`src/hdl/hcb_pkg.sv`:
```
// hcb_pkg: shared types and constants of the huffman code builder
// no dependencies
package hcb_pkg;
	localparam int SYM_BITS = 8;
	localparam int LEN_BITS = 6;
	localparam int CODE_BITS = 63;
	localparam int NW_BITS = 30;
	localparam logic [NW_BITS-1:0] NW_MAX = {NW_BITS{1'b1}};

	typedef enum logic [3:0] {
		ST_LOAD,
		ST_SCAN_A,
		ST_SCAN_B,
		ST_MERGE,
		ST_WALK_INIT,
		ST_WALK_RD,
		ST_WALK_STEP,
		ST_EMIT,
		ST_CLEAR
	} state_t;

	typedef struct packed {
		logic load;
		logic scan_start;
		logic scan_step;
		logic take_a;
		logic take_b;
		logic merge;
		logic walk_init;
		logic walk_rd;
		logic walk_step;
		logic emit;
		logic clear_step;
	} cmd_t;

	typedef struct packed {
		logic scan_done;
		logic found;
		logic more_live;
		logic node_full;
		logic walk_done;
		logic last_leaf;
		logic clear_done;
		logic empty;
	} sts_t;
endpackage

```
`src/hdl/hcb_ctrl.sv`:
```
// hcb_ctrl: sequencing state machine of the huffman code builder
// depends on hcb_pkg
module hcb_ctrl (
	input  logic           clk,
	input  logic           arst_n,
	input  logic           in_fire,
	input  logic           in_last,
	input  logic           out_fire,
	input  hcb_pkg::sts_t  sts,
	output hcb_pkg::cmd_t  cmd,
	output logic           load_ready,
	output logic           out_valid
);
	hcb_pkg::state_t state_q, state_d;

	always_ff @(posedge clk or negedge arst_n) begin
		if (!arst_n) state_q <= hcb_pkg::ST_LOAD;
		else state_q <= state_d;
	end

	always_comb begin
		state_d = state_q;
		cmd = '0;
		load_ready = 1'b0;
		out_valid = 1'b0;
		case (state_q)
			hcb_pkg::ST_LOAD: begin
				load_ready = 1'b1;
				if (in_fire) begin
					cmd.load = 1'b1;
					if (in_last) begin
						cmd.scan_start = 1'b1;
						state_d = hcb_pkg::ST_SCAN_A;
					end
				end
			end
			hcb_pkg::ST_SCAN_A: begin
				if (sts.empty) state_d = hcb_pkg::ST_CLEAR;
				else if (!sts.more_live || sts.node_full) state_d = hcb_pkg::ST_WALK_INIT;
				else if (sts.scan_done) begin
					cmd.take_a = 1'b1;
					cmd.scan_start = 1'b1;
					state_d = hcb_pkg::ST_SCAN_B;
				end else cmd.scan_step = 1'b1;
			end
			hcb_pkg::ST_SCAN_B: begin
				if (sts.scan_done) begin
					cmd.take_b = 1'b1;
					state_d = hcb_pkg::ST_MERGE;
				end else cmd.scan_step = 1'b1;
			end
			hcb_pkg::ST_MERGE: begin
				cmd.merge = 1'b1;
				cmd.scan_start = 1'b1;
				state_d = hcb_pkg::ST_SCAN_A;
			end
			hcb_pkg::ST_WALK_INIT: begin
				cmd.walk_init = 1'b1;
				state_d = hcb_pkg::ST_WALK_RD;
			end
			hcb_pkg::ST_WALK_RD: begin
				cmd.walk_rd = 1'b1;
				state_d = hcb_pkg::ST_WALK_STEP;
			end
			hcb_pkg::ST_WALK_STEP: begin
				if (sts.walk_done) state_d = hcb_pkg::ST_EMIT;
				else begin
					cmd.walk_step = 1'b1;
					state_d = hcb_pkg::ST_WALK_RD;
				end
			end
			hcb_pkg::ST_EMIT: begin
				out_valid = 1'b1;
				if (out_fire) begin
					cmd.emit = 1'b1;
					state_d = sts.last_leaf ? hcb_pkg::ST_CLEAR : hcb_pkg::ST_WALK_RD;
				end
			end
			hcb_pkg::ST_CLEAR: begin
				cmd.clear_step = 1'b1;
				if (sts.clear_done) state_d = hcb_pkg::ST_LOAD;
			end
			default: state_d = hcb_pkg::ST_LOAD;
		endcase
	end

	a_emit_valid: assert property (@(posedge clk) disable iff (!arst_n)
		out_fire |-> state_q == hcb_pkg::ST_EMIT) else $error("emit outside emit state");
	a_no_load_busy: assert property (@(posedge clk) disable iff (!arst_n)
		cmd.load |-> state_q == hcb_pkg::ST_LOAD) else $error("load while busy");
	a_merge_after_b: assert property (@(posedge clk) disable iff (!arst_n)
		state_q == hcb_pkg::ST_MERGE |-> $past(cmd.take_b)) else $error("merge without second pick");
endmodule

```
`config.mk`:
```
export PLATFORM = sky130hd
export DESIGN_NAME = hcb_ctrl
export DESIGN_NICKNAME = d
export VERILOG_FILES = /design/src/hdl/hcb_pkg.sv /design/src/hdl/hcb_ctrl.sv
export SDC_FILE = /design/constraint.sdc
export NUM_CORES = 1
export LEC_CHECK = 0
export BUFFER_PORTS_ARGS = -buffer_cell sky130_fd_sc_hd__buf_4
export CORE_AREA = 3 3 40 42
export DETAILED_ROUTE_END_ITERATION = 10
export DIE_AREA = 0 0 43 45
export RECOVER_POWER = 100
export SKIP_LAST_GASP = 1
export SLEW_MARGIN = 20
export SYNTH_ARGS = -nofsm -noshare
export SYNTH_HDL_FRONTEND = slang
export SYNTH_SLANG_ARGS = --single-unit
```
`constraint.sdc`:
```
create_clock -name clk -period 1.6 [get_ports clk]
set_input_delay 0.32 -clock clk [delete_from_list [all_inputs] [get_ports clk]]
set_output_delay 0.32 -clock clk [all_outputs]
set_load 0.005 [all_outputs]
```
-- Word-level counts from Yosys, hierarchy flattened
Cells that the tools add are included.
- input port bits: 13
- flip-flop bits (word level): 4
- word-level logic and storage cells: 51
- output and inout port bits: 13
- reductions and logical operators: 4
- equality and inequality tests: 14
- mux-type cells: 32
- operators with widths (operator ; count):
    $mux 4 ; 9
    $pmux 4 s9 ; 1
    $eq 4x3->1 const B ; 4
    $mux 1 ; 16
    $ne 2x2->1 const B ; 5
    $eq 4x2->1 const B ; 2
    $mux 3 ; 2
    $reduce_and 6->1 ; 1
    $eq 4x1->1 const B ; 1
    $eq 4x4->1 const B ; 1
    $logic_not 4->1 ; 1
    $mux 2 ; 2
    $ne 4x4->1 const B ; 1
    $pmux 1 s3 ; 1
    $pmux 1 s2 ; 1
    $logic_not 1->1 ; 1
    $logic_or 1x1->1 ; 1

-- Logic depth before layout (Yosys ltp)
Gate-level depths: netlist of run 1.
- depth after elaboration: 5
- mapped depth: 6
- gate-level depth less buffers: 5

-- Worst setup path before layout of run 1
OpenSTA, ideal clock, no wires.
- path kind: flip-flop to output port
- start: reg state_q[0]
- end: out cmd[9] (netlist bit)
- arrival time: 1.243 ns
- cell stages (with the launch flop): 6
- path buffers: 1
- slack: 0.037 ns
- data required time: 1.280 ns
- path through: dfrtp_1 -> buf_4 -> nand2b_1 -> nor4_1 -> and2_1 -> o21bai_1
- RTL lines (item ; line ; RTL):
    start, declared ; hcb_ctrl.sv:14 ; hcb_pkg::state_t state_q, state_d;
    start signal, assigned ; hcb_ctrl.sv:17 ; if (!arst_n) state_q <= hcb_pkg::ST_LOAD;
    start signal, assigned ; hcb_ctrl.sv:18 ; else state_q <= state_d;
    end, declared ; hcb_ctrl.sv:10 ; output hcb_pkg::cmd_t cmd,

==> summary.md, run 1 <==
| Metric | Value |
|---|---|
| Status | finished with violations |
| Violated checks | setup timing |
| Non-filler cells in the finished layout | 115 |
| Startpoint Class | flip-flop |
| DR vias | 600 |
| Unrepaired setup endpoints after global routing | yes |
| DIE HEIGHT | 45 um |
| Synth Area per Inst | 7.99 um2 |
| Dpl hpwl | 1020 um |
| CP peak stage delay | 0.41 ns |
| Largest net degree at the start of global routing | 9 |
| Top flop regs | state_q (4) |
| R2R Path End | state_q[0] |
| Max_cap viols | 0 |
| Crit-path cells | nand2b_4 -> nor4_4 -> and2_4 -> o21bai_1 -> buf_4 |
| Pleak | 0.444 nW |
| Cells after Synth | 54 |
| Root buffer cell | clkbuf_4 |
| Area delta synth->final | 118% |
| Flop2flop setup slack | -0.08 ns |
| HP Class | primary input to async pin |
| Sequential area share after synthesis | 0.232 |
| Layout cells sized above 1 | 0.640 |
| Max Fclk | 0.544 GHz |
| CTS tree | built |
| CTS HTree Levels | 1 |
| Core area | 1280 um2 |
| Synth top area cells | dfrtp_1, nor4b_2, nand2b_1, and2_1, a21oi_1 |
| Skew final | 0.00291 ns |
| Tcrit/Tclk final | 1.15 |
| Number of global-route vias before repair | 622 |
| Slowest-stage cell, CP | dfrtp_1 |
| Global-route wire length before repair | 2680 um |
| Placed Instances | 101 |
| # diodes | 0 |
| Crit path time final | 1.84 ns |
| Layout Nets | 115 |
| PwrDens | 1560 nW/um2 |
| Maximum VDD drop | 943 uV |
| Clock transition at path regs | 0.04 ns |
| GPL Wtd Cong | 0.779 |
| Post-Route WL | 1620 um |
| Synth cell types | 26 |
| Clock Path Buffers | 2 |
| Overall routing resource usage | 0.184 |
| R2R cell count | 7 |
| Worst rel slew slack | 0.807 |
| Clock latency on the worst-skew pair | 0.24 ns |
| Initial drt markers | 4 |
| Residual DRC | 0 |
| Arr. time, crit path | 1.52 ns |
| WS Path Type | flip-flop to output port |
| Setup violators final | 13 |
| Crit Path Max Fanout | 4 |
| Synth top area share | 0.232 |
| FP Rows | 13 |
| Antenna Nets Post-Route | 0 |
| Final WS setup | -0.238 ns |
| PortBufs | 24 |
| WP depth | 5 |
| Top reg by flops | state_q |
| I/O pin cnt | 26 |
| Pre-CTS setup slack | -0.0770 ns |
| Area leader, netlist | dfrtp_1 |
| # clock sinks | 4 |
| Mapped Area | 432 um2 |
| Fin. Hold Viols | 0 |
| Top delay family on crit path | simple AND/OR/NAND/NOR gates |
| Post-synthesis register bit count | 4 |
| Die area | 1940 um2 |
| Req. time, crit path | 1.28 ns |
| Setup TNS | -1.36 ns |
| Initial core utilization | 0.336 |
| Reg2Reg Launch Point | state_q[1] |
| Synth warn | 0 |
| CP Buf/Inv Count | 1 |
| Worst slew pin tran | 0.289 ns |
| Synthesized Nets | 67 |
| TritonCTS Buffers | 3 |
| Initial antenna violation count | 0 |
| Crit end category | output port |
| Largest register FFs | 4 |
| TritonRoute pass-1 iters | 3 |
| Routed len/inst | 14.0 um |
| Slew Limit Fails | 0 |
| Routed vias/inst | 5.22 |
| Total gr overflow | 0 |
| Die X | 43 um |
per-layer routing:
layer | GRT usage | share of wire | vias to the layer above
li1 | - | - | 293
met3 | 0.0518 | 0.045 | 0
met5 | 0 | 0 | -
met2 | 0.362 | 0.57 | 18
met1 | 0.195 | 0.39 | 289
met4 | 0.0361 | 0 | 0
cell usage after synthesis:
cell type,instances
a21oi_1,3
a31oi_1,2
and2_1,4
and3_1,1
and4b_1,1
buf_4,2
buf_6,1
clkbuf_1,1
dfrtp_1,4
inv_1,3
nand2_1,4
nand2b_1,5
nand3_1,1
nor2_1,3
nor3_1,3
nor3b_1,2
nor4_1,2
nor4b_1,1
nor4b_2,3
o2111ai_2,1
o21ai_0,1
o21ai_1,2
o21bai_1,1
o31a_1,1
o31ai_1,1
o41ai_1,1
cells by family after synthesis:
| logic type | after synthesis | synth area share |
|---|---|---|
| and+or+nand+nor | 30 | 0.464 |
| AOI/OAI and AO/OA | 13 | 0.209 |
| buffers and inverters | 7 | 0.0956 |
| DFF | 4 | 0.232 |
how the worst max path moves through the flow:
| stage | endpoint | start | slack, ns |
|---|---|---|---|
| 5_1_grt | cmd[9] | state_q[1] | -0.31 |
| 2_1_floorplan | cmd[9] | state_q[0] | 0.04 |
| 4_1_cts | cmd[9] | state_q[1] | -0.24 |
| 3_3_place_gp | cmd[10] | state_q[0] | -0.07 |
| 6_report | cmd[9] | state_q[1] | -0.24 |
| 3_5_place_dp | cmd[10] | state_q[0] | -0.08 |
placed cells by master (no fill, tap or decap):
master and instances:
a21oi_2 1, inv_1 2, nor3_1 2, nor3b_1 2, nand3_1 1, dlygate4sd3_1 1, and2_4 1, nor2_1 2
nor4_4 2, a21oi_1 2, dfrtp_1 3, o31a_1 1, buf_6 7, nor4b_4 4, dfrtp_2 1, nor2_2 1
nand2_1 4, clkbuf_4 3, a31oi_1 2, o2111ai_4 1, o31ai_1 1, o21bai_1 1, buf_4 38, and2_1 3
o41ai_2 1, nand2b_4 2, nand2b_1 3, nor3_2 1, o21ai_1 3, and4b_1 1, inv_2 1, clkbuf_1 1
and3_1 1
worst register-to-register path, cell delays in order, from the launching register on:
cell and delay [ns]:
dfrtp_1 0.41, buf_4 0.18, nor4b_4 0.30, a21oi_2 0.10, buf_4 0.15, o2111ai_4 0.27, nand2_1 0.10, o31ai_1 0.07
repair_timing:
| item | CTS | global route |
|---|---|---|
| setup endpoints to repair | 15 | 16 |
| endpoints found under the hold margin | 4 | 0 |
| resized for setup | 22 | 6 |
| hold buffers | 1 | 0 |
| pin swaps | 10 | 9 |
| buffers inserted | 5 | 5 |
where the power goes:
group	leakage (nW)	switching, W	internal (W)	total (W)
clock	0.0138	0.0000406	0.0000838	0.000124
sequential	0.0509	0.0000476	0.000147	0.000194
combinational	0.380	0.000526	0.000624	0.00115
total	0.444	0.000614	0.000854	0.00147
metrics by stage:
step	cell area (um2)	hold slack, ns	utilization	total power (W)
2_1_floorplan	432	0.0244	-	0.000595
4_1_cts	880	0.405	0.685	0.00133
6_report	941	0.467	0.732	0.00147
3_3_place_gp	691	0.116	0.537	0.000879
5_1_grt	941	0.483	0.732	0.00157
3_5_place_dp	691	0.119	0.537	0.000885
area by class of cell:
cell class	instances	area, um2
Sequential cell	4	101
Multi-Input combinational cell	43	409
Fill cell	98	344
Clock buffer	3	22.5
Tap cell	15	18.8
Timing Repair Buffer	47	378
Inverter	3	11.3
No activity file was read; power rests on OpenSTA's default activity.
==> inputs of run 2 (changes only) <==
--- a/config.mk
+++ b/config.mk
@@ -10,6 +10,7 @@
 export DETAILED_ROUTE_END_ITERATION = 10
 export DIE_AREA = 0 0 43 45
 export RECOVER_POWER = 100
+export SKIP_CTS_REPAIR_TIMING = 1
 export SKIP_LAST_GASP = 1
 export SLEW_MARGIN = 20
 export SYNTH_ARGS = -nofsm -noshare
==> constraint.sdc (replaced) <==
create_clock -name clk -period 1.9 [get_ports clk]
set_input_delay 0.38 -clock clk [delete_from_list [all_inputs] [get_ports clk]]
set_output_delay 0.38 -clock clk [all_outputs]
set_load 0.005 [all_outputs]
==> summary.md, run 2 (synthesis results as in run 1) <==
| Metric | Value |
|---|---|
| WS Path Type | flip-flop to output port (unchanged) |
| Flop2flop setup slack | 0.33 ns (was -0.08 ns) |
| Root buffer cell | clkbuf_4 (unchanged) |
| HP Class | primary input to flip-flop (was primary input to async pin) |
| Crit Path Max Fanout | 2 (was 4) |
| Layout cells sized above 1 | 0.482 (was 0.640) |
| # clock sinks | 4 (unchanged) |
| Clock Path Buffers | 2 (unchanged) |
| Global-route wire length before repair | 1960 um (was 2680 um) |
| Hold Path End | state_q[3] |
| Pleak | 0.330 nW (was 0.444 nW) |
| Initial drt markers | 10 (was 4) |
| Die area | 1940 um2 (unchanged) |
| Tcrit/Tclk final | 0.985 |
| R2R cell count | 5 (was 7) |
| Final WS setup | 0.0293 ns (was -0.238 ns) |
| Reg2Reg Launch Point | state_q[2] (was state_q[1]) |
| Post-Route WL | 1250 um (was 1620 um) |
| Crit-path cells | nand2b_1 -> nor4_2 -> and2_1 -> o21bai_1 -> buf_4 (was nand2b_4 -> nor4_4 -> and2_4 -> o21bai_1 -> buf_4) |
| Status | complete, no violations (was finished with violations) |
| Psw | 0.000375 W (was 0.000614 W) |
| Clock latency on the worst-skew pair | 0.23 ns (was 0.24 ns) |
| Core area | 1280 um2 (unchanged) |
| Top reg by flops | state_q (unchanged) |
| Max_cap viols | 0 (unchanged) |
| CP peak stage delay | 0.36 ns (was 0.41 ns) |
| PortBufs | 24 (unchanged) |
| Routed vias/inst | 5.14 (was 5.22) |
| I/O pin cnt | 26 (unchanged) |
| DR vias | 504 (was 600) |
| TritonRoute pass-1 iters | 4 (was 3) |
| Initial core utilization | 0.336 (unchanged) |
| Clock share of power | 0.119 (was 0.085) |
| Slew Limit Fails | 0 (unchanged) |
| GPL Wtd Cong | 0.738 (was 0.779) |
| Commonest non-fill, non-tap cells in the layout | buf_4, nand2b_1, and2_1, nand2_1, dfrtp_1 (was buf_4, buf_6, nand2_1, nor4b_4) |
| Pint | 0.000483 W (was 0.000854 W) |
| Routed len/inst | 12.7 um (was 14.0 um) |
| Antenna Nets Post-Route | 0 (unchanged) |
| Pre-CTS setup slack | 0.198 ns (was -0.0770 ns) |
| Overall routing resource usage | 0.131 (was 0.184) |
| Setup violators final | 0 (was 13) |
| Combinational fraction of design power | 0.717 (was 0.783) |
| Layout Nets | 98 (was 115) |
| Fin. Hold Viols | 0 (unchanged) |
| Largest net degree at the start of global routing | 16 (was 9) |
| PwrDens | 1210 nW/um2 (was 1560 nW/um2) |
| Commonest non-fill, non-tap cell in the layout | buf_4 (unchanged) |
| Crit path time final | 1.87 ns |
| Setup TNS | 0 ns (was -1.36 ns) |
| Req. time, crit path | 1.52 ns (was 1.28 ns) |
| Initial antenna violation count | 0 (unchanged) |
| Worst slew pin tran | 0.319 ns (was 0.289 ns) |
| FILL cells | 126 (was 98) |
| Area delta synth->final | 64.3% (was 118%) |
| Maximum VDD drop | 609 uV (was 943 uV) |
| Max Fclk | 0.535 GHz |
| Largest register FFs | 4 (unchanged) |
| Slowest-stage cell, CP | dfrtp_1 (unchanged) |
| Startpoint Class | flip-flop (unchanged) |
| FP Rows | 13 (unchanged) |
| Worst rel slew slack | 0.786 (was 0.807) |
| # diodes | 0 (unchanged) |
| Placed Instances | 93 (was 101) |
| Dpl hpwl | 952 um (was 1020 um) |
| Clock transition at path regs | 0.04 ns (about the same) |
| Non-filler cells in the finished layout | 98 (was 115) |
| Final Total Pwr | 0.000858 W (was 0.00147 W) |
| Reg power frac | 0.163 (was 0.132) |
| TritonCTS Buffers | 3 (unchanged) |
| Total gr overflow | 0 (unchanged) |
| Hold path depth | 3 |
| R2R Path End | state_q[2] (was state_q[0]) |
| Residual DRC | 0 (unchanged) |
| Hold path startpoint | sts[1] |
| Top flop regs | state_q (4) (unchanged) |
| Crit end category | output port (unchanged) |
| Die X | 43 um (unchanged) |
| CTS tree | built (unchanged) |
| DIE HEIGHT | 45 um (unchanged) |
| Skew final | 0.00244 ns (was 0.00291 ns) |
| Unrepaired setup endpoints after global routing | yes (unchanged) |
| Arr. time, crit path | 1.49 ns (was 1.52 ns) |
| Sw Ratio | 0.437 (was 0.418) |
| Number of global-route vias before repair | 474 (was 622) |
| CTS HTree Levels | 1 (unchanged) |
-- run 2: cell types whose count changed in the layout (fill, tap and decap cells not counted), moves of 2 or more --
cell | before | now
nor4_4 | 2 | 0
nand2b_4 | 2 | 0
buf_6 | 7 | 0
nor4b_4 | 4 | 2
nor4b_2 | 0 | 2
buf_4 | 38 | 28
nor4_2 | 0 | 2
nand2b_1 | 3 | 5
-- run 2: power groups by stage --
stage / logic (W) / registers [W] / clock network (W)
6_report: 0.000616 / 0.000140 / 0.000103
5_1_grt: 0.000681 / 0.000144 / 0.000116
4_1_cts: 0.000545 / 0.000137 / 0.000108
3_5_place_dp: 0.000541 / 0.000138 / 0
3_3_place_gp: 0.000541 / 0.000135 / 0
2_1_floorplan: 0.000352 / 0.000149 / 0
-- run 2: area by class of cell --
class | count | area (um2) | share of cell area
multi-input combinational | 43 | 333 | 0.469
timing repair buffer | 30 | 224 | 0.316
sequential | 4 | 100 | 0.141
clock buffer | 3 | 22.5 | 0.0317
tap | 15 | 18.8 | 0.0265
inverter | 3 | 11.3 | 0.0159
-- run 2: worst max-delay path, delay by kind of cell, from the launching register on --
| family | cells | cell delay [ns] |
|---|---|---|
| buffers and inverters | 1 | 0.13 |
| AOI/OAI and AO/OA | 1 | 0.11 |
| and+or+nand+nor | 3 | 0.66 |
| DFF | 1 | 0.36 |
-- run 2: worst max path at each step --
| stage | start | depth (start not counted) | endpoint | slack [ns] |
|---|---|---|---|---|
| after floorplan | state_q[0] | 5 | cmd[9] | 0.28 |
| after global placement | state_q[3] | 6 | cmd[9] | 0.21 |
| after detailed placement | sts[4] | 6 | cmd[9] | 0.20 |
| after CTS | state_q[0] | 4 | cmd[10] | -0.05 |
| after global routing | state_q[0] | 4 | cmd[10] | -0.05 |
| final | state_q[1] | 5 | cmd[9] | 0.03 |
-- run 2: metrics by stage --
step / instance area, um2 / utilization / hold slack (ns)
after global placement: 631 / 0.491 / 0.177
after detailed placement: 631 / 0.491 / 0.180
final: 709 / 0.552 / 0.477
after CTS: 653 / 0.508 / -0.0676
after global routing: 709 / 0.552 / 0.496
after floorplan: 432 / - / 0.0844
-- run 2: metal layers --
| metal | share of wire | GRT usage | vias to the layer above |
|---|---|---|---|
| li1 | - | - | 256 |
| met1 | 0.42 | 0.165 | 234 |
| met2 | 0.54 | 0.228 | 14 |
| met3 | 0.042 | 0.0279 | 0 |
| met4 | 0 | 0.0361 | 0 |
| met5 | 0 | 0 | - |
==> inputs of run 3 (changes only) <==
==> constraint.sdc (replaced) <==
create_clock -name clk -period 1.9 [get_ports clk]
set_input_delay 0.19 -clock clk [delete_from_list [all_inputs] [get_ports clk]]
set_output_delay 0.19 -clock clk [all_outputs]
set_load 0.005 [all_outputs]
==> summary.md, run 3 (synthesis results as in run 1) <==
| Metric | Value |
|---|---|
| Root buffer cell | clkbuf_4 (unchanged) |
| Maximum VDD drop | 508 uV (was 609 uV) |
| Top reg by flops | state_q (unchanged) |
| Worst rel slew slack | 0.705 (was 0.786) |
| Req. time, crit path | 1.71 ns (was 1.52 ns) |
| Clock transition at path regs | 0.04 ns (about the same) |
| Crit-path cells | nand2b_1 -> nor4_2 -> and2_1 -> o21bai_1 -> buf_4 (unchanged) |
| TritonRoute pass-1 iters | 2 (was 4) |
| DR vias | 475 (was 504) |
| Status | complete, no violations (unchanged) |
| Slew Limit Fails | 0 (unchanged) |
| Routed vias/inst | 5.05 (was 5.14) |
| Final WS setup | 0.105 ns (was 0.0293 ns) |
| GPL Wtd Cong | 0.732 (was 0.738) |
| Arr. time, crit path | 1.60 ns (was 1.49 ns) |
| Initial drt markers | 2 (was 10) |
| Final core utilization | 0.500 (was 0.552) |
| Layout cells sized above 1 | 0.443 (was 0.482) |
| Uppermost layer routed | met3 (unchanged) |
| Skew final | 0.00313 ns (was 0.00244 ns) |
| Die area | 1940 um2 (unchanged) |
| Clock Path Buffers | 2 (unchanged) |
| Routed len/inst | 11.9 um (was 12.7 um) |
| Pre-CTS setup slack | 0.210 ns (was 0.198 ns) |
| WL met1 | 487 um (was 527 um) |
| FP Rows | 13 (unchanged) |
| Max_cap viols | 0 (unchanged) |
| Unrepaired setup endpoints after global routing | no (was yes) |
| CP Buf/Inv Count | 1 (unchanged) |
| Dpl hpwl | 890 um (was 952 um) |
| Tcrit/Tclk final | 0.945 (was 0.985) |
| Pleak | 0.290 nW (was 0.330 nW) |
| Initial antenna violation count | 0 (unchanged) |
| CTS tree | built (unchanged) |
| Commonest non-fill, non-tap cells in the layout | buf_4, nand2b_1, clkbuf_4, nand2_1, dfrtp_2 (was buf_4, nand2b_1, and2_1, nand2_1, dfrtp_1) |
| Clock latency on the worst-skew pair | 0.23 ns (about the same) |
| Slowest-stage cell, CP | dfrtp_2 (was dfrtp_1) |
| Layout Nets | 94 (was 98) |
| Die X | 43 um (unchanged) |
| Crit Path Max Fanout | 13 (was 2) |
| Residual DRC | 0 (unchanged) |
| Worst slew pin tran | 0.439 ns (was 0.319 ns) |
| Fin. Hold Viols | 0 (unchanged) |
| Post-Route WL | 1110 um (was 1250 um) |
| Overall routing resource usage | 0.125 (was 0.131) |
| I/O pin cnt | 26 (unchanged) |
| WS Path Type | flip-flop to output port (unchanged) |
| Top delay family on crit path | simple AND/OR/NAND/NOR gates (unchanged) |
| Antenna Nets Post-Route | 0 (unchanged) |
| PortBufs | 24 (unchanged) |
| TritonCTS Buffers | 3 (unchanged) |
| Top flop regs | state_q (4) (unchanged) |
| WL met3 | 59 um (was 52 um) |
| Core area | 1280 um2 (unchanged) |
| Placed Instances | 90 (was 93) |
| Largest register FFs | 4 (unchanged) |
| Initial core utilization | 0.336 (unchanged) |
| Non-filler cells in the finished layout | 94 (was 98) |
| Crit path time final | 1.79 ns (was 1.87 ns) |
| HP Class | primary input to flip-flop (unchanged) |
| Total gr overflow | 0 (unchanged) |
| Area delta synth->final | 48.7% (was 64.3%) |
| CTS HTree Levels | 1 (unchanged) |
| Max Fclk | 0.557 GHz (was 0.535 GHz) |
| Startpoint Class | flip-flop (unchanged) |
| # diodes | 0 (unchanged) |
| FILL cells | 140 (was 126) |
| Setup violators final | 0 (unchanged) |
| Global-route wire length before repair | 1820 um (was 1960 um) |
| Largest net degree at the start of global routing | 16 (unchanged) |
| Commonest non-fill, non-tap cell in the layout | buf_4 (unchanged) |
| PwrDens | 1150 nW/um2 (was 1210 nW/um2) |
| # clock sinks | 4 (unchanged) |
| DIE HEIGHT | 45 um (unchanged) |
| Crit end category | output port (unchanged) |
| Met2 WL | 567 um (was 668 um) |
| Number of global-route vias before repair | 441 (was 474) |
| CP peak stage delay | 0.48 ns (was 0.36 ns) |
-- run 3: changes by cell type in the layout (fill, tap and decap cells not counted), moves of 2 or more --
| cell | before | now |
|---|---|---|
| nor4b_4 | 2 | 0 |
| clkbuf_4 | 3 | 5 |
| nor4b_1 | 0 | 2 |
| and2_0 | 0 | 2 |
| buf_4 | 28 | 22 |
| and2_1 | 4 | 2 |
| dfrtp_1 | 4 | 0 |
| dfrtp_2 | 0 | 4 |
-- run 3: cell type report --
type / instances / area [um2] / area share
Multi-Input combinational cell: 43 / 290 / 0.452
Timing Repair Buffer: 26 / 194 / 0.302
Sequential cell: 4 / 105 / 0.164
Clock buffer: 3 / 22.5 / 0.0351
Tap cell: 15 / 18.8 / 0.0292
Inverter: 3 / 11.3 / 0.0175
-- run 3: worst paths after layout --
path,slack (ns),cells after the start,startpoint,end
worst max-delay path,0.11,5,state_q[1],cmd[9]
worst min-delay path,0.27,3,sts[1],state_q[3]
worst max register to register,0.28,5,state_q[0],state_q[1]
worst min register to register,0.58,1,state_q[3],state_q[3]
max in group asynchronous,1.39,2,arst_n,state_q[2]
min in group asynchronous,0.32,2,arst_n,state_q[0]
-- run 3: worst register-to-register path, delay by kind of cell (launching register included) --
kind             cells  cell delay (ns)
AO/OA/AOI/OAI        4             0.66
flip-flops           1             0.49
AND/OR/NAND/NOR      1             0.39
-- run 3: power breakdown --
part / switching [W] / total, W / internal [W]
clock network: 0.0000317 / 0.000102 / 0.0000704
registers: 0.000107 / 0.000234 / 0.000127
logic: 0.000182 / 0.000399 / 0.000218
total: 0.000321 / 0.000736 / 0.000415
-- run 3: per-stage QoR --
stage	cell area [um2]	power (W)	TNS, ns	hold WS (ns)
floorplan	432	0.000501	0	-0.106
global placement	608	0.000633	0	-0.0149
detailed placement	608	0.000634	0	-0.0133
CTS	631	0.000741	-0.0373	-0.262
global route	642	0.000814	0	0.289
finish	642	0.000736	0	0.275
-- run 3: per-layer routing --
| metal | vias to the layer above | track usage |
|---|---|---|
| met5 | - | 0 |
| met4 | 0 | 0.0542 |
| met3 | 0 | 0.0359 |
| met2 | 16 | 0.222 |
| met1 | 211 | 0.141 |
| li1 | 248 | - |
